[src/hdl/wf_pkg.sv]
`timescale 1ns / 1ps
`default_nettype none
// ----------------------------------------------------------------------------
// wf_pkg
// Shared types, register codes and compare helpers for the 3x3 window filter.
// ----------------------------------------------------------------------------
package wf_pkg;

  typedef logic [7:0] pixel_t;

  // One window column: top row is two lines up, bottom row is the new pixel.
  typedef struct packed {
    pixel_t top;
    pixel_t mid;
    pixel_t bot;
  } column_t;

  // Per-column reductions that the filter core combines.
  typedef struct packed {
    pixel_t      lo;
    pixel_t      md;
    pixel_t      hi;
    logic [9:0]  sum;
    logic [7:0]  g_outer;
    logic [8:0]  g_center;
  } col_stats_t;

  typedef struct packed {
    logic valid;
    logic last;
  } wf_ctrl_t;

  typedef enum logic [1:0] {
    MODE_MEAN   = 2'd0,
    MODE_MEDIAN = 2'd1,
    MODE_GAUSS  = 2'd2
  } filter_mode_t;

  typedef enum logic [1:0] {
    REG_FILTER_MODE  = 2'd0,
    REG_IMAGE_WIDTH  = 2'd1,
    REG_IMAGE_HEIGHT = 2'd2
  } reg_index_t;

  localparam int CFG_INDEX_W = 2;
  localparam int CFG_DATA_W  = 16;
  localparam int MODE_W      = 2;
  localparam int IMG_WIDTH_W = 11;
  localparam int IMG_HEIGHT_W = 16;

  localparam logic [MODE_W-1:0]       RESET_MODE   = MODE_MEAN;
  localparam logic [IMG_WIDTH_W-1:0]  RESET_WIDTH  = 11'd640;
  localparam logic [IMG_HEIGHT_W-1:0] RESET_HEIGHT = 16'd480;

  // floor(x / 9) == (x * 7282) >> 16 for every nine-pixel sum (x <= 2295).
  localparam int              MEAN_SUM_W = 12;
  localparam int              MEAN_RECIP_W = 13;
  localparam logic [12:0]     MEAN_RECIP = 13'd7282;
  localparam int              MEAN_SHIFT = 16;

  function automatic pixel_t min2(input pixel_t a, input pixel_t b);
    return (a < b) ? a : b;
  endfunction

  function automatic pixel_t max2(input pixel_t a, input pixel_t b);
    return (a < b) ? b : a;
  endfunction

  function automatic pixel_t min3(input pixel_t a, input pixel_t b, input pixel_t c);
    return min2(min2(a, b), c);
  endfunction

  function automatic pixel_t max3(input pixel_t a, input pixel_t b, input pixel_t c);
    return max2(max2(a, b), c);
  endfunction

  function automatic pixel_t med3(input pixel_t a, input pixel_t b, input pixel_t c);
    return max2(min2(a, b), min2(max2(a, b), c));
  endfunction

endpackage
`default_nettype wire

[src/hdl/wf_filter_core.sv]
`timescale 1ns / 1ps
`default_nettype none
// ----------------------------------------------------------------------------
// wf_filter_core
// Combines the three column reductions into mean, median and weighted
// average, then scales the mean and selects by mode.
// ----------------------------------------------------------------------------
module wf_filter_core (
  input  logic                         clk,
  input  logic                         rst,
  input  logic                         adv,
  input  logic [wf_pkg::MODE_W-1:0]    mode,
  input  wf_pkg::wf_ctrl_t             ctrl_in,
  input  wf_pkg::col_stats_t           left,
  input  wf_pkg::col_stats_t           center,
  input  wf_pkg::col_stats_t           right,
  output wf_pkg::wf_ctrl_t             ctrl_out,
  output wf_pkg::pixel_t               value
);
  import wf_pkg::*;

  logic [MEAN_SUM_W-1:0]                sum;
  pixel_t                               median;
  pixel_t                               gauss;
  logic [9:0]                           gauss_total;
  logic [MEAN_SUM_W+MEAN_RECIP_W-1:0]   mean_prod;

  // Median of nine from sorted columns: median of the largest low, the
  // middle mid and the smallest high.
  assign gauss_total = 10'(left.g_outer) + 10'(center.g_center) + 10'(right.g_outer);

  always_ff @(posedge clk) begin
    if (rst) begin
      ctrl_out <= '0;
    end else if (adv) begin
      ctrl_out <= ctrl_in;
    end
  end

  always_ff @(posedge clk) begin
    if (adv) begin
      sum    <= MEAN_SUM_W'(left.sum) + MEAN_SUM_W'(center.sum) + MEAN_SUM_W'(right.sum);
      median <= med3(max3(left.lo, center.lo, right.lo),
                     med3(left.md, center.md, right.md),
                     min3(left.hi, center.hi, right.hi));
      gauss  <= gauss_total[9:2];
    end
  end

  assign mean_prod = (MEAN_SUM_W+MEAN_RECIP_W)'(sum) * (MEAN_SUM_W+MEAN_RECIP_W)'(MEAN_RECIP);

  always_comb begin
    case (mode)
      MODE_MEAN:   value = mean_prod[MEAN_SHIFT +: 8];
      MODE_MEDIAN: value = median;
      MODE_GAUSS:  value = gauss;
      default:     value = '0;
    endcase
  end

endmodule
`default_nettype wire

[config.mk]
export PLATFORM = sky130hd
export DESIGN_NAME = wf_filter_core
export DESIGN_NICKNAME = d
export VERILOG_FILES = /design/src/hdl/wf_pkg.sv /design/src/hdl/wf_filter_core.sv
export SDC_FILE = /design/constraint.sdc
export NUM_CORES = 1
export LEC_CHECK = 0
export ABC_AREA = 1
export BUFFER_PORTS_ARGS = -buffer_cell sky130_fd_sc_hd__buf_2
export CORE_ASPECT_RATIO = 1.2
export CORE_MARGIN = 3
export CORE_UTILIZATION = 50
export CTS_CLUSTER_SIZE = 24
export DETAILED_ROUTE_END_ITERATION = 16
export PLACE_DENSITY = 0.76
export SLEW_MARGIN = 20
export SYNTH_ARGS = -nofsm -noshare
export SYNTH_HDL_FRONTEND = slang
export SYNTH_SLANG_ARGS = --single-unit
[constraint.sdc]
create_clock -name clk -period 29.2 [get_ports clk]
set_clock_uncertainty 0.1 [all_clocks]
set_input_delay 5.84 -clock clk [delete_from_list [all_inputs] [get_ports clk]]
set_output_delay 5.84 -clock clk [all_outputs]
set_load 0.01 [all_outputs]
Word level (Yosys, flattened, before mapping)
Index checks and enable logic that the tools add are counted.
W data, S select, Z words.

storage, ports and cells
  word-level logic and storage cells = 36
  register bits = 30
  input bits = 160
  output and inout bits = 10

operators by class
  $add $sub $neg = 4
  order comparisons = 10
  eq/ne operators = 2
  reductions and logical operators = 1
  $mul = 1
  muxes and demuxes = 13

operators with widths
  cell                      count
  $mux W8                   12
  $lt A8 B8 Y1              10
  $pmux W8 S3               1
  $mul A12 B12 Y23 const B  1
  $add A11 B10 Y12          1
  $add A10 B10 Y11          1
  $add A10 B8 Y10           1
  $add A8 B9 Y10            1
  $eq A2 B1 Y1 const B      1
  $eq A2 B2 Y1 const B      1
  $logic_not A2 Y1          1

Logic depth before layout (Yosys ltp)
Gate-level depths: netlist of the first run.

  word-level depth = 12
  mapped depth = 64

Least setup slack after synthesis of the first run
No wires, ideal clock.

  path kind = input to register
  from = input center[42] in the netlist's numbering
  to = register median[2], data pin
  setup time = 253 ps
  path buffers = 6
  data required time = 28,847 ps
  arrival time = 13,522 ps
  slack = 15,325 ps
  stages = 48
  cell sequence = inv_1 ha_1 nand2_1 o21a_1 nand2_2 buf_2 clkbuf_1 o21ai_0 ha_1 a21oi_1 nor2_1 a211oi_1 nand2_4 clkbuf_1 o21ai_0 ha_1 a21oi_1 nor2_1 [12 not listed] o21ai_0 ha_1 a21oi_1 nor2_1 a211oi_1 nand2_2 buf_2 inv_1 nand2_1 o21ai_0 inv_1 ha_1 a21oi_1 nor2_1 a211oi_2 nand2_4 nand2_1 nand2_1

between the ends
  longest elaborated chain between the ends = 12
  elaborated cells between the ends (all ways) = 14
  classes of those cells = order compare (6); mux (8)

RTL lines
  item                  line                        RTL
  from (decl)           wf_filter_core.sv:15        input wf_pkg::col_stats_t center,
  $lt A8 B8 Y1          wf_pkg.sv:62, wf_pkg.sv:66
  $mux W8               wf_pkg.sv:66                return (a < b) ? b : a;
  $lt A8 B8 Y1          wf_pkg.sv:62                return (a < b) ? a : b;
  $mux W8               wf_pkg.sv:62
  $lt A8 B8 Y1          wf_pkg.sv:66
  $mux W8 *             wf_pkg.sv:66
  $lt A8 B8 Y1          wf_pkg.sv:62, wf_pkg.sv:66
  $mux W8               wf_pkg.sv:66
  $lt A8 B8 Y1          wf_pkg.sv:62
  $mux W8               wf_pkg.sv:62
  $lt A8 B8 Y1          wf_pkg.sv:66
  $mux W8 *             wf_pkg.sv:66
  to (signal assigned)  wf_filter_core.sv:43        median <= med3(max3(left.lo, center.lo, right.lo),
  to (decl)             wf_filter_core.sv:23        pixel_t median;

Every way passes the cells marked *; elsewhere a longest branch is shown, timed or not.
A chain may end at the register's enable or synchronous reset.

Final worst setup path of the first run
  from = input center[42] in the netlist's numbering
  to = register median[0], data pin

The elaborated chain is that of the path after synthesis.

==> impl_metrics.env, run 1 <==
export IMPL_die_x_um=113
export IMPL_yosysSeqAreaShare_pct=12.9
export IMPL_cp_max_fo=31
export IMPL_wirelength_um=14100
export IMPL_gp_congestion=0.864
export IMPL_dp_hpwl_um=12900
export IMPL_n_fill_cell=1272
export IMPL_cts_root_buf="clkbuf_16"
export IMPL_avgRoutedWirePerCell_um=11.6
export IMPL_antenna_left=0
export IMPL_layout_drive_gt1_share_pct=16.4
export IMPL_post_route_util_pct=58.8
export IMPL_synth_compound_area_share_pct=13.0
export IMPL_track_usage_pct=18.7
export IMPL_post_cts_buffers=0
export IMPL_area_growth_pct=14.8
export IMPL_synthXorXnorAreaFrac_pct=2.19
export IMPL_grt_pass1_vias=5835
export IMPL_rsz0062_at_grt="no"
export IMPL_via_per_inst=4.96
export IMPL_syn_mean_instance_area_um2=7.46
export IMPL_final_net_count=1407
export IMPL_cts_tree="done"
export IMPL_hold_path_class="reg2reg"
export IMPL_io_pins=170
export IMPL_drc=0
export IMPL_yosys_area_share_simple_pct=18.5
export IMPL_synth_seq_cells=30
export IMPL_synth_cell_types=35
export IMPL_drv_slew=0
export IMPL_synth_fp_nets=1271
export IMPL_cts_repair_resized=0
export IMPL_cts_hold_buffers_added=0
export IMPL_clk_pin_slew_ns=0.05
export IMPL_crit_path_end_kind="register"
export IMPL_final_cell_mix="inv_1 (192), nand2_1 (190), ha_1 (149)"
export IMPL_min_period_ns=14.58
export IMPL_final_common_cell="inv_1"
export IMPL_die_area_mm2=0.0151
export IMPL_worstSkewPairLatency_ns=0.28
export IMPL_finalSetupViolCount=0
export IMPL_cap_violations=0
export IMPL_cts_buffer_depth=2
export IMPL_arrival_ns=14.51
export IMPL_cp_required_ns=29.13
export IMPL_synth_edf_count=28
export IMPL_cts_htree_levels=2
export IMPL_dieHeight_um=134
export IMPL_max_freq_mhz=68.6
export IMPL_yosys_warnings=0
export IMPL_timing_final_hold_violations=0
export IMPL_gr_total_overflow=0
export IMPL_drt_first_iter_violations=181
export IMPL_max_slew_margin_rel_pct=31.8
export IMPL_antenna_found_initial=0
export IMPL_final_period_utilization_pct=49.9
export IMPL_numCtsBuffers=5
export IMPL_critPathMaxStageDelay_ns=0.59
export IMPL_num_vias=6039
export IMPL_tns_ns=0
export IMPL_grt_max_degree=32
export IMPL_cpMaxStageDelayCell="a211oi_1"
export IMPL_cts_sinks=30
export IMPL_crit_path_start_kind="input port"
export IMPL_core_mm2=0.0133
export IMPL_num_rows=46
export IMPL_grt_pass1_wl_um=23800
export IMPL_synth_adder_area_share_pct=41.8
export IMPL_tightest_slew_ns=1.02
export IMPL_worstSetupPathType="in2reg"
export IMPL_syn_area_mm2=0.00681
export IMPL_synth_cells=913
export IMPL_initial_core_util_pct=51.2
export IMPL_synth_flop_cell="edfxtp_1"
export IMPL_antennaDiodeCount=0
export IMPL_portBuffers=143
export IMPL_async_flop_share_pct=0
export IMPL_status="completed"
export IMPL_yosys_mux_area_fraction_pct=0
export IMPL_synth_top_family_by_area="adder cells"
export IMPL_drt_pass1_iter_count=4
-- through the flow --
| step | setup WS (ns) | area (um2) | std cells | hold WS (ns) |
|---|---|---|---|---|
| floorplan | 15.33 | 6810 | 913 | 0.377 |
| global placement | 14.58 | 7680 | 1210 | 0.344 |
| detailed placement | 14.45 | 7680 | 1210 | 0.357 |
| CTS | 14.69 | 7820 | 1218 | 0.364 |
| global route | 13.60 | 7820 | 1218 | 0.385 |
| finish | 14.62 | 7820 | 1218 | 0.361 |
-- cells by family (layout without fill, tap and decap cells) --
| family | count (synthesis) | after routing |
|---|---|---|
| AO/OA/AOI/OAI | 159 | 159 |
| XOR/XNOR | 17 | 17 |
| adder cells (fa/ha/maj) | 198 | 198 |
| buffers and inverters | 210 | 347 |
| flip-flops | 30 | 30 |
| AND/OR/NAND/NOR | 299 | 299 |
-- critical path: cells and delay by family --
family | cells | cell delay, ns
compound gates | 16 | 4.29
buf+inv | 6 | 0.65
simple gates | 17 | 1.95
fa+ha+maj | 6 | 1.76
-- cell type report --
type                    count  area [um2]  share of cell area (%)
multi-input cells         673        5140                    65.7
flip-flops and latches     30         881                    11.3
inverters                 196         736                    9.41
repair buffers            143         716                    9.15
well taps                 168         210                    2.69
clock buffers               6         129                    1.65
clock inverters             2        8.76                   0.112
-- path summary, 6_finish.rpt --
| kind | start | endpoint | slack (ns) | cells after the start |
|---|---|---|---|---|
| worst max-delay path | center[42] | median[0] | 14.62 | 45 |
| worst max register to register | ctrl_out[0] | ctrl_out[0] | 28.48 | 2 |
| worst min register to register | ctrl_out[1] | ctrl_out[1] | 0.36 | 2 |
| worst min-delay path | ctrl_out[1] | ctrl_out[1] | 0.36 | 2 |
-- state kept, by name, summed over array words and instances, names as in the netlist --
register / flops
sum: 12
median: 8
gauss: 8
ctrl_out: 2
-- synthesized netlist by cell type, drive strengths merged, types with 2 or more instances --
library cell,instances,share of area (%)
nand2,205,12
inv,195,11
ha,149,27
o21ai,77,5.7
a21oi,53,3.9
fa,49,14
nor2,47,2.6
nand3,37,2.8
edfxtp,28,12
clkbuf,11,0.61
xor2,9,1.2
a211oi,8,0.96
o221ai,8,1.0
xnor2,8,1.0
nand4,6,0.55
o211ai,5,0.55
buf,3,0.20
o21a,3,0.33
o21bai,3,0.33
and2,2,0.18
dfxtp,2,0.59
-- per-layer routing --
layer	wire length, um	global-route usage [%]	share of wire [%]
met5	0	0	0
met3	254	1.26	1.8
met1	5520	19.9	39
met2	8070	38.4	57
met4	248	5.14	1.8
Power of run 1 is left out: the tool's default activity adds up to more than one toggle a clock period on the data nets, which glitch-free logic cannot reach.
==> run 2: changes to the inputs <==
Clock period 29.2 ns to 13.5 ns, I/O delays scaled along.
==> run 2 against run 1 <==
Sequential share of layout area stayed put; via count is 0.53% lower; flip-flop and latch count stayed put; cell area stayed put; cell count stayed put; critical path depth stayed put; die area stayed put; critical endpoint is now median[1].
==> impl_metrics.env, run 2 (synthesized netlist as in run 1, its figures left out) <==
export IMPL_antennaDiodeCount=0
export IMPL_status="completed"
export IMPL_io_pins=170
export IMPL_num_rows=46
export IMPL_tightest_slew_ns=1.01
export IMPL_cpMaxStageDelayCell="a211oi_1"
export IMPL_hold_path_class="reg2reg"
export IMPL_tns_ns=0
export IMPL_final_net_count=1407
export IMPL_drt_first_iter_violations=173
export IMPL_multi_input_area_mm2=0.00514
export IMPL_min_period_ns=11.40
export IMPL_portBuffers=143
export IMPL_die_area_mm2=0.0151
export IMPL_cp_required_ns=13.43
export IMPL_worstSetupPathType="in2reg"
export IMPL_dieHeight_um=134
export IMPL_via_per_inst=4.93
export IMPL_arrival_ns=11.33
export IMPL_crit_buf_inv=6
export IMPL_layout_drive_gt1_share_pct=16.4
export IMPL_grt_pass1_vias=5895
export IMPL_final_cell_mix="inv_1 (192), nand2_1 (190), ha_1 (149)"
export IMPL_cp_max_fo=31
export IMPL_area_growth_pct=14.8
export IMPL_num_vias=6007
export IMPL_gr_total_overflow=0
export IMPL_cts_htree_levels=2
export IMPL_gp_congestion=0.860
export IMPL_rsz0062_at_grt="no"
export IMPL_seqCellArea_um2=881
export IMPL_cts_tree="done"
export IMPL_grt_max_degree=32
export IMPL_max_slew_margin_rel_pct=32.7
export IMPL_die_x_um=113
export IMPL_largest_reg_flops=12
export IMPL_clk_pin_slew_ns=0.05
export IMPL_max_freq_mhz=87.7
export IMPL_cts_sinks=30
export IMPL_wirelength_um=14000
export IMPL_n_fill_cell=1290
export IMPL_critPathMaxStageDelay_ns=0.59
export IMPL_post_cts_buffers=0
export IMPL_drc=0
export IMPL_path_delay_family="compound AO/OA/AOI/OAI gates"
export IMPL_worstSkewPairLatency_ns=0.26
export IMPL_crit_path_start_kind="input port"
export IMPL_core_mm2=0.0133
export IMPL_timing_final_hold_violations=0
export IMPL_grt_pass1_wl_um=24300
export IMPL_drt_pass1_iter_count=4
export IMPL_final_common_cell="inv_1"
export IMPL_initial_core_util_pct=51.2
export IMPL_r2r_start="ctrl_out[0]"
export IMPL_dp_hpwl_um=12700
export IMPL_min_from="ctrl_out[1]"
export IMPL_crit_path_end_kind="register"
export IMPL_cts_root_buf="clkbuf_16"
export IMPL_cts_buffer_depth=2
export IMPL_cap_violations=0
export IMPL_avgRoutedWirePerCell_um=11.5
export IMPL_final_period_utilization_pct=84.4
export IMPL_regMostFlops="sum"
export IMPL_drv_slew=0
export IMPL_finalSetupViolCount=0
export IMPL_cts_repair_resized=0
export IMPL_cts_hold_buffers_added=0
export IMPL_track_usage_pct=18.9
export IMPL_antenna_found_initial=0
export IMPL_numCtsBuffers=5
export IMPL_cp_startpoint="center[42]"
export IMPL_antenna_left=0
export IMPL_reg_top3="sum: 12 flops, gauss: 8 flops, median: 8 flops"
run 2: final timing paths:
kind / slack (ns) / cells past startpoint / to
setup / recovery: 2.10 / 45 / median[1]
setup reg to reg: 12.77 / 2 / ctrl_out[0]
hold reg to reg: 0.36 / 2 / ctrl_out[1]
hold / removal: 0.36 / 2 / ctrl_out[1]
run 2: cell type report:
| cell class | count | share of cell area (%) |
|---|---|---|
| Clock inverter | 2 | 0.112 |
| Timing Repair Buffer | 143 | 9.15 |
| Clock buffer | 6 | 1.65 |
| Tap cell | 168 | 2.69 |
| Multi-Input combinational cell | 673 | 65.7 |
| Sequential cell | 30 | 11.3 |
| Inverter | 196 | 9.41 |
run 2: worst register-to-register path, stage by stage, from the launching register on:
cell	delay [ns]
dfxtp_1	0.37
nand2_1	0.07
a21oi_1	0.12
run 2: through the flow:
stage	instance area [um2]	instances	utilization (%)	hold slack, ns	setup WS, ns
after global routing	7820	1218	58.8	0.380	1.13
after global placement	7680	1210	57.8	0.344	2.04
after detailed placement	7680	1210	57.8	0.355	1.91
after CTS	7820	1218	58.8	0.361	2.16
final	7820	1218	58.8	0.360	2.10
after floorplan	6810	913	-	0.377	2.77
run 2: layer usage:
metal	track usage (%)	share of wire [%]	vias up
met3	1.35	1.8	17
met2	37.9	57	73
li1	-	-	3231
met5	0	0	-
met1	21.1	39	2686
met4	4.81	1.6	0
Power of run 2 is left out for the same reason.
==> run 3: changes to the inputs <==
Settings changed: ABC_AREA 1 to 0, PLACE_DENSITY 0.76 to 0.75.
Clock period 13.5 ns to 11.96 ns, I/O delays scaled along.
==> run 3 against run 2 <==
Flip-flop and latch count did not move; synthesized area up 4.1%; via count is 6.6% higher; global-route usage increased by 1.3 points; die area rose by 3.9%; non-clock buffer count grew 76; synthesized cell count fell by 8.8%; sequential share of layout area is 1.3 points lower; register-to-register slack got worse by 1.5 ns; critical endpoint is now median[0].
==> impl_metrics.env, run 3 <==
export IMPL_area_growth_pct=24.8
export IMPL_antenna_found_initial=0
export IMPL_cpMaxStageDelayCell="a2111oi_4"
export IMPL_synth_largest_area_cell="ha_1"
export IMPL_yosys_mux_area_fraction_pct=5.42
export IMPL_yosys_warnings=0
export IMPL_synth_cell_types=59
export IMPL_drt_first_iter_violations=206
export IMPL_layout_drive_gt1_share_pct=25.9
export IMPL_final_cell_mix="inv_1 (152), ha_1 (149), buf_2 (143)"
export IMPL_synth_compound_area_share_pct=19.0
export IMPL_final_common_cell="inv_1"
export IMPL_seqCellArea_um2=881
export IMPL_r2r_cells=2
export IMPL_synth_cells=833
export IMPL_io_pins=170
export IMPL_yosysSeqAreaShare_pct=12.4
export IMPL_syn_mean_instance_area_um2=8.51
export IMPL_worstSkewPairLatency_ns=0.27
export IMPL_synth_adder_area_share_pct=40.1
export IMPL_synth_top_family_by_area="adder cells"
export IMPL_wirelength_um=16100
export IMPL_track_usage_pct=20.2
export IMPL_min_period_ns=11.53
export IMPL_synth_seq_cells=30
export IMPL_final_period_utilization_pct=96.4
export IMPL_final_net_count=1402
export IMPL_num_vias=6405
export IMPL_synth_fp_nets=1191
export IMPL_cts_tree="done"
export IMPL_regMostFlops="sum"
export IMPL_multi_input_area_mm2=0.00573
export IMPL_crit_path_start_kind="input port"
export IMPL_crit_buf_inv=6
export IMPL_critPathMaxStageDelay_ns=0.44
export IMPL_drt_pass1_iter_count=6
export IMPL_num_rows=47
export IMPL_synth_edf_count=28
export IMPL_placed_cells=1203
export IMPL_gp_congestion=0.867
export IMPL_hold_path_class="reg2reg"
export IMPL_antenna_left=0
export IMPL_via_per_inst=5.27
export IMPL_clk_pin_slew_ns=0.06
export IMPL_synthMostInstantiatedCell="inv_1"
export IMPL_tns_ns=0
export IMPL_ys_top_cells_by_area="ha_1 (26%), fa_1 (14%), edfxtp_1 (12%), inv_1 (8.0%), o21ai_0 (5.7%)"
export IMPL_fin_cells=1216
export IMPL_numCtsBuffers=5
export IMPL_n_fill_cell=1179
export IMPL_status="completed"
export IMPL_path_delay_family="compound AO/OA/AOI/OAI gates"
export IMPL_async_flop_share_pct=0
export IMPL_cts_root_buf="clkbuf_16"
export IMPL_timing_final_hold_violations=0
export IMPL_synth_flop_cell="edfxtp_1"
export IMPL_die_area_mm2=0.0157
export IMPL_drc=0
export IMPL_drv_slew=0
export IMPL_tightest_slew_ns=0.904
export IMPL_initial_core_util_pct=51.3
export IMPL_dieHeight_um=136
export IMPL_cp_required_ns=11.88
export IMPL_grt_max_degree=31
export IMPL_synth_top_area_share_pct=26.3
export IMPL_cts_htree_levels=2
export IMPL_largest_reg_flops=12
export IMPL_cts_sinks=30
export IMPL_cp_max_fo=11
export IMPL_avgRoutedWirePerCell_um=13.3
export IMPL_cp_num_cells=48
export IMPL_die_x_um=115
export IMPL_crit_path_end_kind="register"
export IMPL_gr_total_overflow=0
export IMPL_reg_top3="sum: 12 flops, gauss: 8 flops, median: 8 flops"
export IMPL_cts_buffer_depth=2
export IMPL_worstSetupPathType="in2reg"
export IMPL_arrival_ns=11.45
export IMPL_synthXorXnorAreaFrac_pct=3.34
export IMPL_grt_pass1_wl_um=26200
export IMPL_cap_violations=0
export IMPL_cts_hold_buffers_added=0
export IMPL_portBuffers=143
export IMPL_whs_path_depth=2
export IMPL_antennaDiodeCount=0
export IMPL_max_freq_mhz=86.7
export IMPL_yosys_area_share_simple_pct=10.8
export IMPL_synth_commonest_cells="inv_1 (152), ha_1 (149), o21ai_0 (81)"
export IMPL_grt_pass1_vias=6220
export IMPL_syn_area_mm2=0.00709
export IMPL_core_mm2=0.0138
export IMPL_max_slew_margin_rel_pct=39.7
export IMPL_dp_hpwl_um=14300
export IMPL_timing_critical_path_mode_cell="ha_1"
export IMPL_finalSetupViolCount=0
==> run 3: changes by cell type in the layout (fill, tap and decap cells not counted), sizes merged, moves of 6 or more <==
cell,change
nand2b,+11
nand2,-141
inv,-43
nand3,-29
buf,+76
o31ai,+6
nor2b,+9
mux2i,+29
mux2,+8
nor3,+8
nor2,-10
a21o,+20
xnor2,+10
o221ai,-6
==> run 3: through the flow <==
step	util, %	area, um2	setup WS, ns	hold slack (ns)
after floorplan	-	7170	0.0203	0.428
after global placement	61.8	8540	-0.168	0.372
after detailed placement	61.8	8540	-0.344	0.379
after CTS	63.1	8710	0.0111	0.392
after global routing	64.1	8850	-0.115	0.428
final	64.1	8850	0.431	0.387
==> run 3: per-layer routing <==
layer / part of all wire (%) / track usage (%)
met5: 0 / 0
met4: 2.4 / 6.33
met3: 2.9 / 1.25
met2: 57 / 41.3
met1: 37 / 21.5
==> run 3: logic make-up (layout without fill, tap and decap cells) <==
family                     after synthesis  count (layout)
AOI/OAI and AO/OA                      209             209
adders and majority gates              198             198
buffers and inverters                  167             379
and+or+nand+nor                        165             165
muxes                                   37              37
DFF                                     30              30
xor gates and xnor gates                27              27
==> run 3: path summary, 6_finish.rpt <==
path	startpoint	endpoint	slack [ns]
setup / recovery	center[36]	median[0]	0.43
hold / removal	ctrl_out[1]	ctrl_out[1]	0.39
setup reg to reg	ctrl_out[0]	ctrl_out[0]	11.28
hold reg to reg	ctrl_out[1]	ctrl_out[1]	0.39
==> run 3: worst register-to-register path: cells and delay by family (launching register included) <==
| family | cells | cell delay, ns |
|---|---|---|
| simple gates | 1 | 0.05 |
| flops | 1 | 0.30 |
| mux | 1 | 0.12 |
==> run 3: final cells by class <==
type / instances / area share (%)
multi-input cells: 636 / 64.8
repair buffers: 219 / 14.9
flip-flops and latches: 30 / 9.95
inverters: 152 / 6.45
well taps: 171 / 2.42
clock buffers: 6 / 1.46
clock inverters: 2 / 0.0989
==> run 3: repair_timing <==
item	in CTS	in global routing
gates resized for setup	1	32
pin swaps	1	10
endpoints found under the setup margin	8	8
setup buffers	2	3
Power of run 3 is left out for the same reason.
