## src/hdl/wf_pkg.sv

```systemverilog
`timescale 1ns / 1ps
`default_nettype none
// ----------------------------------------------------------------------------
// wf_pkg
// Shared types, register codes and compare helpers for the 3x3 window filter.
// ----------------------------------------------------------------------------
package wf_pkg;

  typedef logic [7:0] pixel_t;

  // One window column: top row is two lines up, bottom row is the new pixel.
  typedef struct packed {
    pixel_t top;
    pixel_t mid;
    pixel_t bot;
  } column_t;

  // Per-column reductions that the filter core combines.
  typedef struct packed {
    pixel_t      lo;
    pixel_t      md;
    pixel_t      hi;
    logic [9:0]  sum;
    logic [7:0]  g_outer;
    logic [8:0]  g_center;
  } col_stats_t;

  typedef struct packed {
    logic valid;
    logic last;
  } wf_ctrl_t;

  typedef enum logic [1:0] {
    MODE_MEAN   = 2'd0,
    MODE_MEDIAN = 2'd1,
    MODE_GAUSS  = 2'd2
  } filter_mode_t;

  typedef enum logic [1:0] {
    REG_FILTER_MODE  = 2'd0,
    REG_IMAGE_WIDTH  = 2'd1,
    REG_IMAGE_HEIGHT = 2'd2
  } reg_index_t;

  localparam int CFG_INDEX_W = 2;
  localparam int CFG_DATA_W  = 16;
  localparam int MODE_W      = 2;
  localparam int IMG_WIDTH_W = 11;
  localparam int IMG_HEIGHT_W = 16;

  localparam logic [MODE_W-1:0]       RESET_MODE   = MODE_MEAN;
  localparam logic [IMG_WIDTH_W-1:0]  RESET_WIDTH  = 11'd640;
  localparam logic [IMG_HEIGHT_W-1:0] RESET_HEIGHT = 16'd480;

  // floor(x / 9) == (x * 7282) >> 16 for every nine-pixel sum (x <= 2295).
  localparam int              MEAN_SUM_W = 12;
  localparam int              MEAN_RECIP_W = 13;
  localparam logic [12:0]     MEAN_RECIP = 13'd7282;
  localparam int              MEAN_SHIFT = 16;

  function automatic pixel_t min2(input pixel_t a, input pixel_t b);
    return (a < b) ? a : b;
  endfunction

  function automatic pixel_t max2(input pixel_t a, input pixel_t b);
    return (a < b) ? b : a;
  endfunction

  function automatic pixel_t min3(input pixel_t a, input pixel_t b, input pixel_t c);
    return min2(min2(a, b), c);
  endfunction

  function automatic pixel_t max3(input pixel_t a, input pixel_t b, input pixel_t c);
    return max2(max2(a, b), c);
  endfunction

  function automatic pixel_t med3(input pixel_t a, input pixel_t b, input pixel_t c);
    return max2(min2(a, b), min2(max2(a, b), c));
  endfunction

endpackage
`default_nettype wire

```

## src/hdl/wf_column_cell.sv

```systemverilog
`timescale 1ns / 1ps
`default_nettype none
// ----------------------------------------------------------------------------
// wf_column_cell
// One column of the 3x3 window: holds three pixels, passes them to its left
// neighbor on each shift and reduces them to sorted values and partial sums.
// ----------------------------------------------------------------------------
module wf_column_cell (
  input  logic               clk,
  input  logic               shift,
  input  wf_pkg::column_t    col_in,
  output wf_pkg::column_t    col_out,
  output wf_pkg::col_stats_t stats
);
  import wf_pkg::*;

  always_ff @(posedge clk) begin
    if (shift) begin
      col_out <= col_in;
    end
  end

  // Outer columns weight top and bottom by 1/4 and the middle by 1/2; the
  // center column weights top and bottom by 1/2 and the middle by 1.
  always_comb begin
    stats.lo       = min3(col_out.top, col_out.mid, col_out.bot);
    stats.md       = med3(col_out.top, col_out.mid, col_out.bot);
    stats.hi       = max3(col_out.top, col_out.mid, col_out.bot);
    stats.sum      = 10'(col_out.top) + 10'(col_out.mid) + 10'(col_out.bot);
    stats.g_outer  = 8'(col_out.top[7:2]) + 8'(col_out.mid[7:1]) + 8'(col_out.bot[7:2]);
    stats.g_center = 9'(col_out.top[7:1]) + 9'(col_out.mid) + 9'(col_out.bot[7:1]);
  end

endmodule
`default_nettype wire

```

## config.mk

```make
export PLATFORM = sky130hd
export DESIGN_NAME = wf_column_cell
export DESIGN_NICKNAME = d
export VERILOG_FILES = /design/src/hdl/wf_pkg.sv /design/src/hdl/wf_column_cell.sv
export SDC_FILE = /design/constraint.sdc
export NUM_CORES = 1
export LEC_CHECK = 0
export BUFFER_PORTS_ARGS = -buffer_cell sky130_fd_sc_hd__buf_2
export CAP_MARGIN = 20
export CORE_MARGIN = 3
export CORE_UTILIZATION = 35
export DETAILED_ROUTE_END_ITERATION = 16
export GPL_TIMING_DRIVEN = 0
export PLACE_DENSITY = 0.7
export SLEW_MARGIN = 5
export SYNTH_ARGS = -nofsm -noshare
export SYNTH_HDL_FRONTEND = slang
export SYNTH_SLANG_ARGS = --single-unit
```

## constraint.sdc

```tcl
create_clock -name clk -period 6.85 [get_ports clk]
set_clock_uncertainty 0.15 [all_clocks]
set_input_delay 0.685 -clock clk [delete_from_list [all_inputs] [get_ports clk]]
set_output_delay 0.685 -clock clk [all_outputs]
set_load 0.005 [all_outputs]
```

# Word level (Yosys, flattened, before mapping)
# Cells that the tools add are included.
[op_classes]
addsub = 6
n_mul = 0
div = 0
n_lt_le_gt_ge = 4
n_eq_ne = 0
n_shift = 0
muxes = 6
bitwise_logic = 0
reduce_logical = 0
[op_table]
columns = ["op", "count"]
rows = [
  ["$mux 8", 6],
  ["$lt 8x8->1", 4],
  ["$add 9x8->10", 1],
  ["$add 7x8->9", 1],
  ["$add 8x8->9", 1],
  ["$add 9x7->9", 1],
  ["$add 6x7->8", 1],
  ["$add 8x6->8", 1],
]
[word_totals]
reg_bits = 24
latch_bits = 0
mem_bits_rw = 0
rom_bits = 0
inputBits = 26
out_inout_bits = 75
elab_cells = 19
n_memories = 0

# Longest topological paths before layout
# Gate-level depths: netlist (run 1).
[logic_depth]
ltp_word = 6
mapped_depth = 25
mapped_depth_nobuf = 21

# Worst setup path after synthesis (run 1)
# No wires, ideal clock.
[synth_timing]
kind = "register -> output"
from = "register col_out[10] in the netlist's numbering"
to = "output stats[40] in the netlist's numbering"
arrival_time_ps = 4933
required_ps = 6015
path_slack_ps = 1082
stages_incl_launch_ff = 23
n_path_buf = 4
path_cell_list = "edfxtp_1 inv_1 ha_1 a211o_1 a31oi_1 o21a_1 buf_6 clkbuf_1 mux2_2 ha_1 a211oi_1 nor2b_1 o21a_1 a41oi_1 buf_4 mux2i_1 ha_1 a211oi_1 o2111ai_2 a221oi_4 buf_6 nor2_1 a21oi_2"
[synth_lines]
columns = ["item", "line", "rtl"]
rows = [
  ["from (decl)", "wf_column_cell.sv:12", "output wf_pkg::column_t col_out,"],
  ["from (signal assigned)", "wf_column_cell.sv:19", "col_out <= col_in;"],
  ["to (decl)", "wf_column_cell.sv:13", "output wf_pkg::col_stats_t stats"],
]

==> qor.txt, run 1 <==
=====================================================================================
Status                                                                   finished clean
GR Overflow Total                                                                   0
I/O pin cnt                                                                       101
Die Span X                                                                    98.3 um
Finished Cell Area                                                          3790 um^2
Die Ht                                                                        98.3 um
Smallest setup slack after layout                                              321 ps
Count of final hold-check violations                                                0
Final GP Congestion                                                             0.833
Average vias per placed instance                                                 5.07
Antenna violations before repair                                                    0
Final standard cell count with taps included and fillers excluded                 512
Area share of the largest cell type after synthesis                             24.2%
Number of cells after detailed placement                                          495
Slew HR                                                                         63.9%
Net Switching                                                                0.438 mW
Worst-path maximum fanout                                                          10
Total standard cell area after synthesis                                    2980 um^2
Crit end category                                                        primary output
Worst Tran Pin Value                                                           536 ps
First drt pass iteration count                                                      4
Hold_sp                                                                     col_in[7]
Class of the tightest hold or removal check                                    in2reg
Largest Register                                                              col_out
Registers with the highest flip-flop counts                               col_out x24
Most area-hungry cell type in the Yosys netlist                          sky130_fd_sc_hd__edfxtp_1
Worst setup path startpoint                                              col_out[18]$_DFFE_PP_
ANT cells                                                                           0
Final critical-path required period                                           6530 ps
Syn_nets                                                                          376
Routed Antenna Nets                                                                 0
Root buf cell                                                            sky130_fd_sc_hd__clkbuf_8
Crit path arrival time                                                        5690 ps
Fraction of final layout cells with drive strength greater than 1               37.6%
Highest Clock Rate                                                            153 MHz
Lkg Pwr                                                                       1.89 nW
Category of the critical setup timing path                                    reg2out
Number of sinks handled by clock tree synthesis                                    24
Layout fillers                                                                    811
Maximum number of pins on one net before global-route repair                       25
Post-detailed-route DRC marker count                                                0
Flip-flop count of the largest register, all copies and words added                24
Synth warn                                                                          0
Post-synthesis sequential area ratio                                            24.2%
PwrDens                                                                   277 nW/um^2
Max-slew violations                                                                 0
Critical path's most frequent cell                                       sky130_fd_sc_hd__ha_1
Buffers and inverters on the worst path                                             5
Cells after Synth                                                                 290
Ratio of final minimum period to clock period                                   95.3%
Worst Setup Start Kind                                                           flop
Setup-violating endpoint count in the final report                                  0
Number of buffers created by CTS                                                    3
Cell types with the largest area share after synthesis                   sky130_fd_sc_hd__edfxtp_1 (24%), sky130_fd_sc_hd__ha_1 (18%), sky130_fd_sc_hd__fa_1 (12%)
Worst path slowest cell                                                  sky130_fd_sc_hd__edfxtp_1
Die area                                                                    9660 um^2
Clock power frac                                                                11.8%
DP Worst Slack                                                                 237 ps
Maximum level of the CTS H-tree                                                     1
Worst Hold Margin                                                              435 ps
CTS tree                                                                         done
Cell chain of the critical path                                          ha_1 > a211o_1 > a31oi_1 > o21a_1 > buf_6 > clkbuf_2 > mux2_2 > ha_1 > a211oi_2 > nor2b_2 > o21a_1 > a41oi_1 > buf_4 > mux2i_1 > ha_1 > a211oi_1 > o2111ai_2 > a221oi_4 > buf_4 > nor2_1 > a21oi_1 > buf_2
Int Power                                                                    0.611 mW
Core box area                                                               8260 um^2
First-pass GRT wire length                                                    12.6 mm
Post-detailed-placement cell area                                           3610 um^2
Fraction of power spent switching nets                                          41.8%
Number of maximum-capacitance violations                                            0
CP top delay family                                                      compound AO/OA/AOI/OAI gates
Final Total Pwr                                                               1.05 mW
Number of DRC markers in iteration 0                                               75
Unique cell type count in the Yosys netlist                                        39
Largest stage delay on the critical path                                       520 ps
Worst Path Required                                                           6010 ps
Clock-pin slew of the registers on the worst-case setup and hold paths          80 ps
Worst-case vdd ir drop                                                       0.113 mV
Starting density of the core                                                    36.1%
Vias in the first global route                                                   2587
Average routed wire per standard cell                                         15.5 um
Buffer levels on the longest clock path                                             2
GRT Total Usage                                                                 15.8%
Post-synthesis sequential element count                                            24
NumNets Final                                                                     494
Number of core rows                                                                33
Layout-stage area growth over the synthesis result                              27.3%
Sequential Power Share                                                          18.9%
Sum of routed wire length over all layers                                     7.95 mm
Gate power share                                                                69.3%
Via count                                                                        2597
Post-synthesis area per instance                                            10.3 um^2
Placed wire-length estimate after detailed placement                          6.53 mm
Number of buffers added on ports                                                  100
=====================================================================================
-- cell type report --
class                   count  area, um^2  area share (%)
inverters                  39         146            3.86
plain buffers               8        53.8            1.42
repair buffers            113         598            15.8
multi-input cells         219        2070            54.6
flip-flops and latches     24         721            19.0
well taps                 105         131            3.46
clock buffers               3        41.3            1.09
clock inverters             1        30.0           0.792
-- per-layer routing --
layer  vias to the layer above  share of wire (%)  GRT usage [%]  wire, um
met4                         0               0.92           1.16        73
li1                       1276                  -              -         -
met3                         6                6.3           4.07       498
met5                         -                  0              0         0
met1                      1232                 45           20.9      3570
met2                        83                 48           27.1      3800
-- synth_stat cells --
cell / count
sky130_fd_sc_hd__a211o_1: 3
sky130_fd_sc_hd__a211oi_1: 2
sky130_fd_sc_hd__a211oi_2: 1
sky130_fd_sc_hd__a21o_1: 11
sky130_fd_sc_hd__a21oi_1: 19
sky130_fd_sc_hd__a21oi_2: 2
sky130_fd_sc_hd__a21oi_4: 1
sky130_fd_sc_hd__a221oi_4: 1
sky130_fd_sc_hd__a31oi_1: 5
sky130_fd_sc_hd__a41oi_1: 1
sky130_fd_sc_hd__and2_1: 1
sky130_fd_sc_hd__and3_1: 1
sky130_fd_sc_hd__and4_1: 2
sky130_fd_sc_hd__buf_4: 2
sky130_fd_sc_hd__buf_6: 2
sky130_fd_sc_hd__clkbuf_1: 4
sky130_fd_sc_hd__edfxtp_1: 24
sky130_fd_sc_hd__fa_1: 18
sky130_fd_sc_hd__ha_1: 42
sky130_fd_sc_hd__inv_1: 39
sky130_fd_sc_hd__mux2_2: 20
sky130_fd_sc_hd__mux2i_1: 9
sky130_fd_sc_hd__nand2_1: 11
sky130_fd_sc_hd__nand2b_1: 3
sky130_fd_sc_hd__nand3_1: 4
sky130_fd_sc_hd__nand4_1: 2
sky130_fd_sc_hd__nor2_1: 12
sky130_fd_sc_hd__nor2b_1: 3
sky130_fd_sc_hd__o2111ai_2: 1
sky130_fd_sc_hd__o211a_1: 1
sky130_fd_sc_hd__o211ai_1: 3
sky130_fd_sc_hd__o21a_1: 5
sky130_fd_sc_hd__o21a_2: 1
sky130_fd_sc_hd__o21ai_0: 13
sky130_fd_sc_hd__o21bai_1: 4
sky130_fd_sc_hd__o2bb2ai_1: 1
sky130_fd_sc_hd__o31ai_2: 1
sky130_fd_sc_hd__xnor2_1: 12
sky130_fd_sc_hd__xor2_1: 3
-- worst paths after layout --
| kind | cells after the start | slack [ps] | to |
|---|---|---|---|
| min | 1 | 430 | col_out[7]$_DFFE_PP_ |
| max | 22 | 320 | stats[37] |
-- metrics by stage --
stage / TNS (ps) / util (%)
after global placement: 0 / 43.7
after detailed placement: 0 / 43.7
after global routing: -214 / 45.9
after floorplan: 0 / -
final: 0 / 45.9
after CTS: 0 / 44.8
-- cell families (layout without fill, tap and decap cells) --
group | count (synthesis) | count (layout) | share of synthesized area, %
mux | 29 | 29 | 10.6
buf+inv | 47 | 164 | 6.67
fa+ha+maj | 60 | 60 | 29.7
simple gates | 39 | 39 | 6.26
flops | 24 | 24 | 24.2
xor+xnor | 15 | 15 | 4.41
compound gates | 76 | 76 | 18.2
-- power by group through the flow --
stage	clock network, mW	registers, mW	logic [mW]
global route	0.135	0.201	0.809
detailed placement	0	0.205	0.704
global placement	0	0.204	0.686
finish	0.124	0.198	0.727
floorplan	0	0.198	0.456
CTS	0.127	0.202	0.718
-- cells in the final DEF (no fill, tap or decap), types with 3 or more instances in the layout --
cell type and count:
sky130_fd_sc_hd__a21oi_2 3, sky130_fd_sc_hd__nand2_1 11, sky130_fd_sc_hd__mux2_2 20, sky130_fd_sc_hd__a21oi_1 18
sky130_fd_sc_hd__o21a_1 5, sky130_fd_sc_hd__xor2_1 3, sky130_fd_sc_hd__o21ai_0 13, sky130_fd_sc_hd__clkbuf_8 3
sky130_fd_sc_hd__clkbuf_1 3, sky130_fd_sc_hd__mux2i_1 9, sky130_fd_sc_hd__buf_2 100, sky130_fd_sc_hd__ha_1 42
sky130_fd_sc_hd__o211ai_1 3, sky130_fd_sc_hd__buf_4 15, sky130_fd_sc_hd__nor2_1 12, sky130_fd_sc_hd__inv_1 39
sky130_fd_sc_hd__a211o_1 3, sky130_fd_sc_hd__nand3_1 4, sky130_fd_sc_hd__nand2b_1 3, sky130_fd_sc_hd__a31oi_1 5
sky130_fd_sc_hd__a21o_1 11, sky130_fd_sc_hd__xnor2_1 12, sky130_fd_sc_hd__fa_1 18, sky130_fd_sc_hd__o21bai_1 4
sky130_fd_sc_hd__edfxtp_1 24
-- timing repair --
| action | CTS | global route |
|---|---|---|
| hold buffers | 0 | 0 |
| pin swaps | 1 | 1 |
| setup buffers | 2 | 11 |
| resized for setup | 0 | 5 |
| cloned | 0 | 0 |
| setup endpoints to repair | 3 | 8 |
(Power assumes the default switching activity.)
==> inputs of run 2 (changes only) <==
Settings changed: CORE_ASPECT_RATIO set to 1.25.
==> qor.txt, run 2 (synthesis results as in run 1) <==
=====================================================================================
Net Switching                                                                0.449 mW   +2.5%
Number of buffers added on ports                                                  100   unchanged
Maximum level of the CTS H-tree                                                     1   unchanged
Number of sinks handled by clock tree synthesis                                    24   unchanged
Vias in the first global route                                                   2634   +1.8%
Maximum number of pins on one net before global-route repair                       25   unchanged
Class of the tightest hold or removal check                                    in2reg
Status                                                                   finished clean
Most common library cell in the layout ignoring fill and taps            sky130_fd_sc_hd__buf_2
Final Total Pwr                                                               1.06 mW   +0.63%
First-pass GRT wire length                                                    12.8 mm   +1.4%
Top library cells by usage in the layout, fill and taps aside            sky130_fd_sc_hd__buf_2 (100), sky130_fd_sc_hd__ha_1 (42), sky130_fd_sc_hd__inv_1 (39), sky130_fd_sc_hd__edfxtp_1 (24), sky130_fd_sc_hd__mux2_2 (20)
Die area                                                                    9670 um^2   about the same
Worst-case vdd ir drop                                                       0.139 mV   +22%
Placed wire-length estimate after detailed placement                          6.56 mm   +0.44%
Number of DRC markers in iteration 0                                               71   -5.3%
Highest Clock Rate                                                            154 MHz   +0.59%
Average routed wire per standard cell                                         16.1 um   +3.7%
Root buf cell                                                            sky130_fd_sc_hd__clkbuf_8
Starting density of the core                                                    36.2%   +0.077 points
Largest Register                                                              col_out
Int Power                                                                    0.607 mW   -0.71%
Slew HR                                                                         53.1%   -11 points
Fraction of final layout cells with drive strength greater than 1               36.6%   -1.0 points
Ratio of final minimum period to clock period                                   94.8%   -0.56 points
Routed Antenna Nets                                                                 0   unchanged
Clock-pin slew of the registers on the worst-case setup and hold paths         110 ps   +30 ps
Number of core rows                                                                37   +12%
Sequential Power Share                                                          18.9%   about the same
Layout fillers                                                                    805   -0.74%
Average vias per placed instance                                                 5.16   +1.7%
Area taken by multi-input logic gates                                       2070 um^2   -0.12%
Die Ht                                                                         109 um   +11%
Worst-path maximum fanout                                                          19   +9
Gate power share                                                                68.3%   -1.0 points
Buffer levels on the longest clock path                                             2   unchanged
Core box area                                                               8240 um^2   -0.21%
ANT cells                                                                           0   unchanged
Final GP Congestion                                                             0.861   +3.3%
Setup-violating endpoint count in the final report                                  0   unchanged
CTS tree                                                                         done
Crit path arrival time                                                        5660 ps   -30 ps
Fraction of power spent switching nets                                          42.6%   +0.77 points
Finished Cell Area                                                          3750 um^2   -1.3%
Number of buffers created by CTS                                                    3   unchanged
PwrDens                                                                   282 nW/um^2   +1.9%
GRT Total Usage                                                                 16.9%   +1.1 points
Die Span X                                                                    88.5 um   -9.9%
Sum of routed wire length over all layers                                     8.03 mm   +1.1%
GR Overflow Total                                                                   0   unchanged
Worst Path Required                                                           6010 ps   about the same
Crit end category                                                        primary output
Clock power frac                                                                12.8%   +1.0 points
Worst Tran Pin Value                                                           695 ps   +159 ps
Post-detailed-placement cell area                                           3600 um^2   -0.28%
I/O pin cnt                                                                       101   unchanged
Reg area                                                                     721 um^2   unchanged
NumNets Final                                                                     489   -1.0%
Number of cells traversed by the worst hold path                                    1   unchanged
Final critical-path required period                                           6490 ps   -38.3 ps
Antenna violations before repair                                                    0   unchanged
Via count                                                                        2574   -0.89%
DP Worst Slack                                                                 252 ps   +14.0 ps
Layout-stage area growth over the synthesis result                              25.7%
Max-slew violations                                                                 0   unchanged
First drt pass iteration count                                                      4   unchanged
Smallest setup slack after layout                                              359 ps   +38.3 ps
Hold-fix buffers, CTS                                                               0   unchanged
Post-detailed-route DRC marker count                                                0   unchanged
Category of the critical setup timing path                                    reg2out
Registers with the highest flip-flop counts                               col_out x24
Worst Setup Start Kind                                                           flop
Flip-flop count of the largest register, all copies and words added                24   unchanged
Lkg Pwr                                                                       1.87 nW   -1.3%
Setup_tns                                                                        0 ps   unchanged
Utilization of the core after routing                                           45.5%   -0.48 points
Number of maximum-capacitance violations                                            0   unchanged
Count of final hold-check violations                                                0   unchanged
=====================================================================================
run 2: final timing paths:
check	start	to
max	col_out[21]$_DFFE_PP_	stats[37]
min	col_in[3]	col_out[3]$_DFFE_PP_
run 2: repair_timing:
action	4_1_cts	5_1_grt
setup endpoints to repair	3	8
pin swaps	0	1
buffers inserted	0	9
gates resized for setup	0	2
run 2: worst max-delay path: stages (launching register included):
cell and delay, ps:
sky130_fd_sc_hd__edfxtp_1 520, sky130_fd_sc_hd__ha_1 340, sky130_fd_sc_hd__a211o_1 260, sky130_fd_sc_hd__a21oi_1 240, sky130_fd_sc_hd__o21a_1 180, sky130_fd_sc_hd__buf_6 180, sky130_fd_sc_hd__mux2_2 390, sky130_fd_sc_hd__ha_1 300
sky130_fd_sc_hd__and4_1 210, sky130_fd_sc_hd__o21ai_0 150, sky130_fd_sc_hd__o21a_1 220, sky130_fd_sc_hd__a41oi_1 150, sky130_fd_sc_hd__buf_4 220, sky130_fd_sc_hd__mux2i_1 280, sky130_fd_sc_hd__ha_1 290, sky130_fd_sc_hd__a211oi_1 290
sky130_fd_sc_hd__o2111ai_2 190, sky130_fd_sc_hd__a221oi_4 410, sky130_fd_sc_hd__buf_4 200, sky130_fd_sc_hd__nor2_1 40, sky130_fd_sc_hd__a21oi_1 170, sky130_fd_sc_hd__buf_2 140
run 2: area by class of cell:
type	count	share of cell area (%)
Multi-Input combinational cell	219	55.2
Inverter	39	3.91
Sequential cell	24	19.2
Clock inverter	1	0.802
Timing Repair Buffer	109	15.2
Tap cell	97	3.24
Clock buffer	3	1.10
Buffer	7	1.30
run 2: power groups by stage:
stage | logic [mW] | clock network, mW | registers, mW
floorplan | 0.456 | 0 | 0.198
global placement | 0.688 | 0 | 0.205
detailed placement | 0.705 | 0 | 0.205
CTS | 0.710 | 0.139 | 0.202
global route | 0.813 | 0.145 | 0.203
finish | 0.721 | 0.136 | 0.199
run 2: per-layer routing:
layer	share of wire [%]	global-route usage (%)	vias to the layer above
met5	0	0	-
met2	50	28.5	98
met1	42	22.4	1202
li1	-	-	1266
met4	1.5	4.54	0
met3	6.8	2.49	8
run 2: per-stage QoR:
| stage | hold slack, ps | instances |
|---|---|---|
| 2_1_floorplan | 634 | 290 |
| 3_3_place_gp | 711 | 487 |
| 3_5_place_dp | 713 | 487 |
| 4_1_cts | 415 | 490 |
| 5_1_grt | 409 | 499 |
| 6_report | 421 | 499 |
==> inputs of run 3 (changes only) <==
Settings changed: BUFFER_PORTS_ARGS -buffer_cell sky130_fd_sc_hd__buf_2 to -buffer_cell sky130_fd_sc_hd__buf_4.
==> qor.txt, run 3 (synthesis results as in run 1) <==
=====================================================================================
Die Span X                                                                    88.5 um   unchanged
GR Overflow Total                                                                   0   unchanged
Setup-violating endpoint count in the final report                                  0   unchanged
Most common library cell in the layout ignoring fill and taps            sky130_fd_sc_hd__buf_4
Final critical-path required period                                           6410 ps   -81.1 ps
Number of buffers created by CTS                                                    3   unchanged
Maximum number of pins on one net before global-route repair                       25   unchanged
Worst Hold Margin                                                              423 ps   +1.99 ps
Hold_sp                                                                     col_in[7]
Placed wire-length estimate after detailed placement                          6.63 mm   +1.1%
Clock-pin slew of the registers on the worst-case setup and hold paths         100 ps   about the same
Largest Register                                                              col_out
ANT cells                                                                           0   unchanged
Worst Path Required                                                           6010 ps   about the same
Post-detailed-route DRC marker count                                                0   unchanged
Buffers and inverters on the worst path                                             6   +2
CP top delay family                                                      compound AO/OA/AOI/OAI gates
Average routed wire per standard cell                                         16.0 um   -0.43%
Worst-case vdd ir drop                                                       0.108 mV   -22%
Core box area                                                               8240 um^2   unchanged
Number of buffers added on ports                                                  100   unchanged
Worst-path maximum fanout                                                          10   -9
Crit path arrival time                                                        5570 ps   -90 ps
First drt pass iteration count                                                      4   unchanged
Worst path slowest cell                                                  sky130_fd_sc_hd__edfxtp_1
Utilization of the core after routing                                           49.1%   +3.7 points
Worst Tran Pin Value                                                           619 ps   -76.3 ps
Worst Setup Start Kind                                                           flop
Root buf cell                                                            sky130_fd_sc_hd__clkbuf_8
Average vias per placed instance                                                 5.15   about the same
Class of the tightest hold or removal check                                    in2reg
NumNets Final                                                                     495   +1.2%
Antenna violations before repair                                                    0   unchanged
Top library cells by usage in the layout, fill and taps aside            sky130_fd_sc_hd__buf_4 (116), sky130_fd_sc_hd__ha_1 (42), sky130_fd_sc_hd__inv_1 (39), sky130_fd_sc_hd__edfxtp_1 (24), sky130_fd_sc_hd__mux2_2 (20)
Slew HR                                                                         58.3%   +5.1 points
GRT Total Usage                                                                 16.8%   -0.078 points
Final GP Congestion                                                             0.862   +0.17%
Registers with the highest flip-flop counts                               col_out x24
PwrDens                                                                   285 nW/um^2   +1.1%
Setup_tns                                                                        0 ps   unchanged
Flip-flop count of the largest register, all copies and words added                24   unchanged
Buffer levels on the longest clock path                                             2   unchanged
I/O pin cnt                                                                       101   unchanged
Fraction of final layout cells with drive strength greater than 1               38.0%   +1.4 points
CTS tree                                                                         done
Crit end category                                                        primary output
Number of sinks handled by clock tree synthesis                                    24   unchanged
Number of core rows                                                                37   unchanged
Layout-stage area growth over the synthesis result                              35.9%
Via count                                                                        2603   +1.1%
Routed Antenna Nets                                                                 0   unchanged
Max-slew violations                                                                 0   unchanged
Count of final hold-check violations                                                0   unchanged
Number of maximum-capacitance violations                                            0   unchanged
Status                                                                   finished clean
Number of cells on the critical path                                               25   +19%
Layout fillers                                                                    802   -0.37%
Worst Hold End                                                           col_out[7]$_DFFE_PP_
First-pass GRT wire length                                                    12.8 mm   -0.11%
Highest Clock Rate                                                            156 MHz   +1.3%
Die area                                                                    9670 um^2   unchanged
Largest stage delay on the critical path                                       460 ps   -60 ps
Maximum level of the CTS H-tree                                                     1   unchanged
Vias in the first global route                                                   2664   +1.1%
Number of DRC markers in iteration 0                                              108   +52%
RSZ-0062 raised after global routing                                               no
Die Ht                                                                         109 um   unchanged
Category of the critical setup timing path                                    reg2out
Ratio of final minimum period to clock period                                   93.6%   -1.2 points
Lkg Pwr                                                                       1.98 nW   +6.2%
Number of cells traversed by the worst hold path                                    1   unchanged
Sum of routed wire length over all layers                                     8.09 mm   +0.77%
Starting density of the core                                                    36.2%   unchanged
=====================================================================================
## run 3: changes by cell type in the layout (fill, tap and decap cells not counted), sizes merged
cell    change
buf         +5
clkbuf      +1
## run 3: cell type report
| class | instances | area [um^2] | share of cell area (%) |
|---|---|---|---|
| flip-flops and latches | 24 | 721 | 17.8 |
| plain buffers | 8 | 56.3 | 1.39 |
| clock buffers | 3 | 41.3 | 1.02 |
| clock inverters | 1 | 30.0 | 0.741 |
| inverters | 39 | 146 | 3.61 |
| repair buffers | 114 | 856 | 21.1 |
| multi-input cells | 219 | 2080 | 51.3 |
| well taps | 97 | 121 | 3.00 |
## run 3: worst max path at each step
stage	startpoint	end	slack, ps
floorplan	col_out[10]$_DFFE_PP_	stats[40]	1080
finish	col_out[10]$_DFFE_PP_	stats[36]	440
global placement	col_out[13]$_DFFE_PP_	stats[41]	400
CTS	col_out[13]$_DFFE_PP_	stats[36]	4
detailed placement	col_out[10]$_DFFE_PP_	stats[40]	210
global route	col_out[10]$_DFFE_PP_	stats[38]	40
## run 3: metrics by stage
step	instance area, um^2	instances	power, mW	worst slack (ps)
5_1_grt	4050	505	1.26	37.2
3_3_place_gp	3850	487	0.985	404
6_report	4050	505	1.15	440
2_1_floorplan	2980	290	0.655	1080
4_1_cts	3940	493	1.15	4.44
3_5_place_dp	3850	487	1.01	212
## run 3: repair_timing
item,in CTS,in global routing
endpoints found under the hold margin,0,0
endpoints found under the setup margin,8,8
pin swaps,1,2
setup buffers,2,12
resized for setup,0,8
hold buffers,0,0
## run 3: routing by layer
| metal | up-vias | share of wire, % | GRT usage (%) |
|---|---|---|---|
| li1 | 1278 | - | - |
| met3 | 6 | 6.3 | 3.40 |
| met2 | 81 | 51 | 30.3 |
| met1 | 1238 | 42 | 20.9 |
| met4 | 0 | 0.89 | 2.59 |
| met5 | - | 0 | 0 |
## run 3: report_power, final
group          switching, mW  internal [mW]  total [mW]
Combinational          0.382          0.442       0.823
Sequential            0.0240          0.175       0.199
Clock                 0.0530         0.0783       0.131
Total                  0.459          0.696        1.15
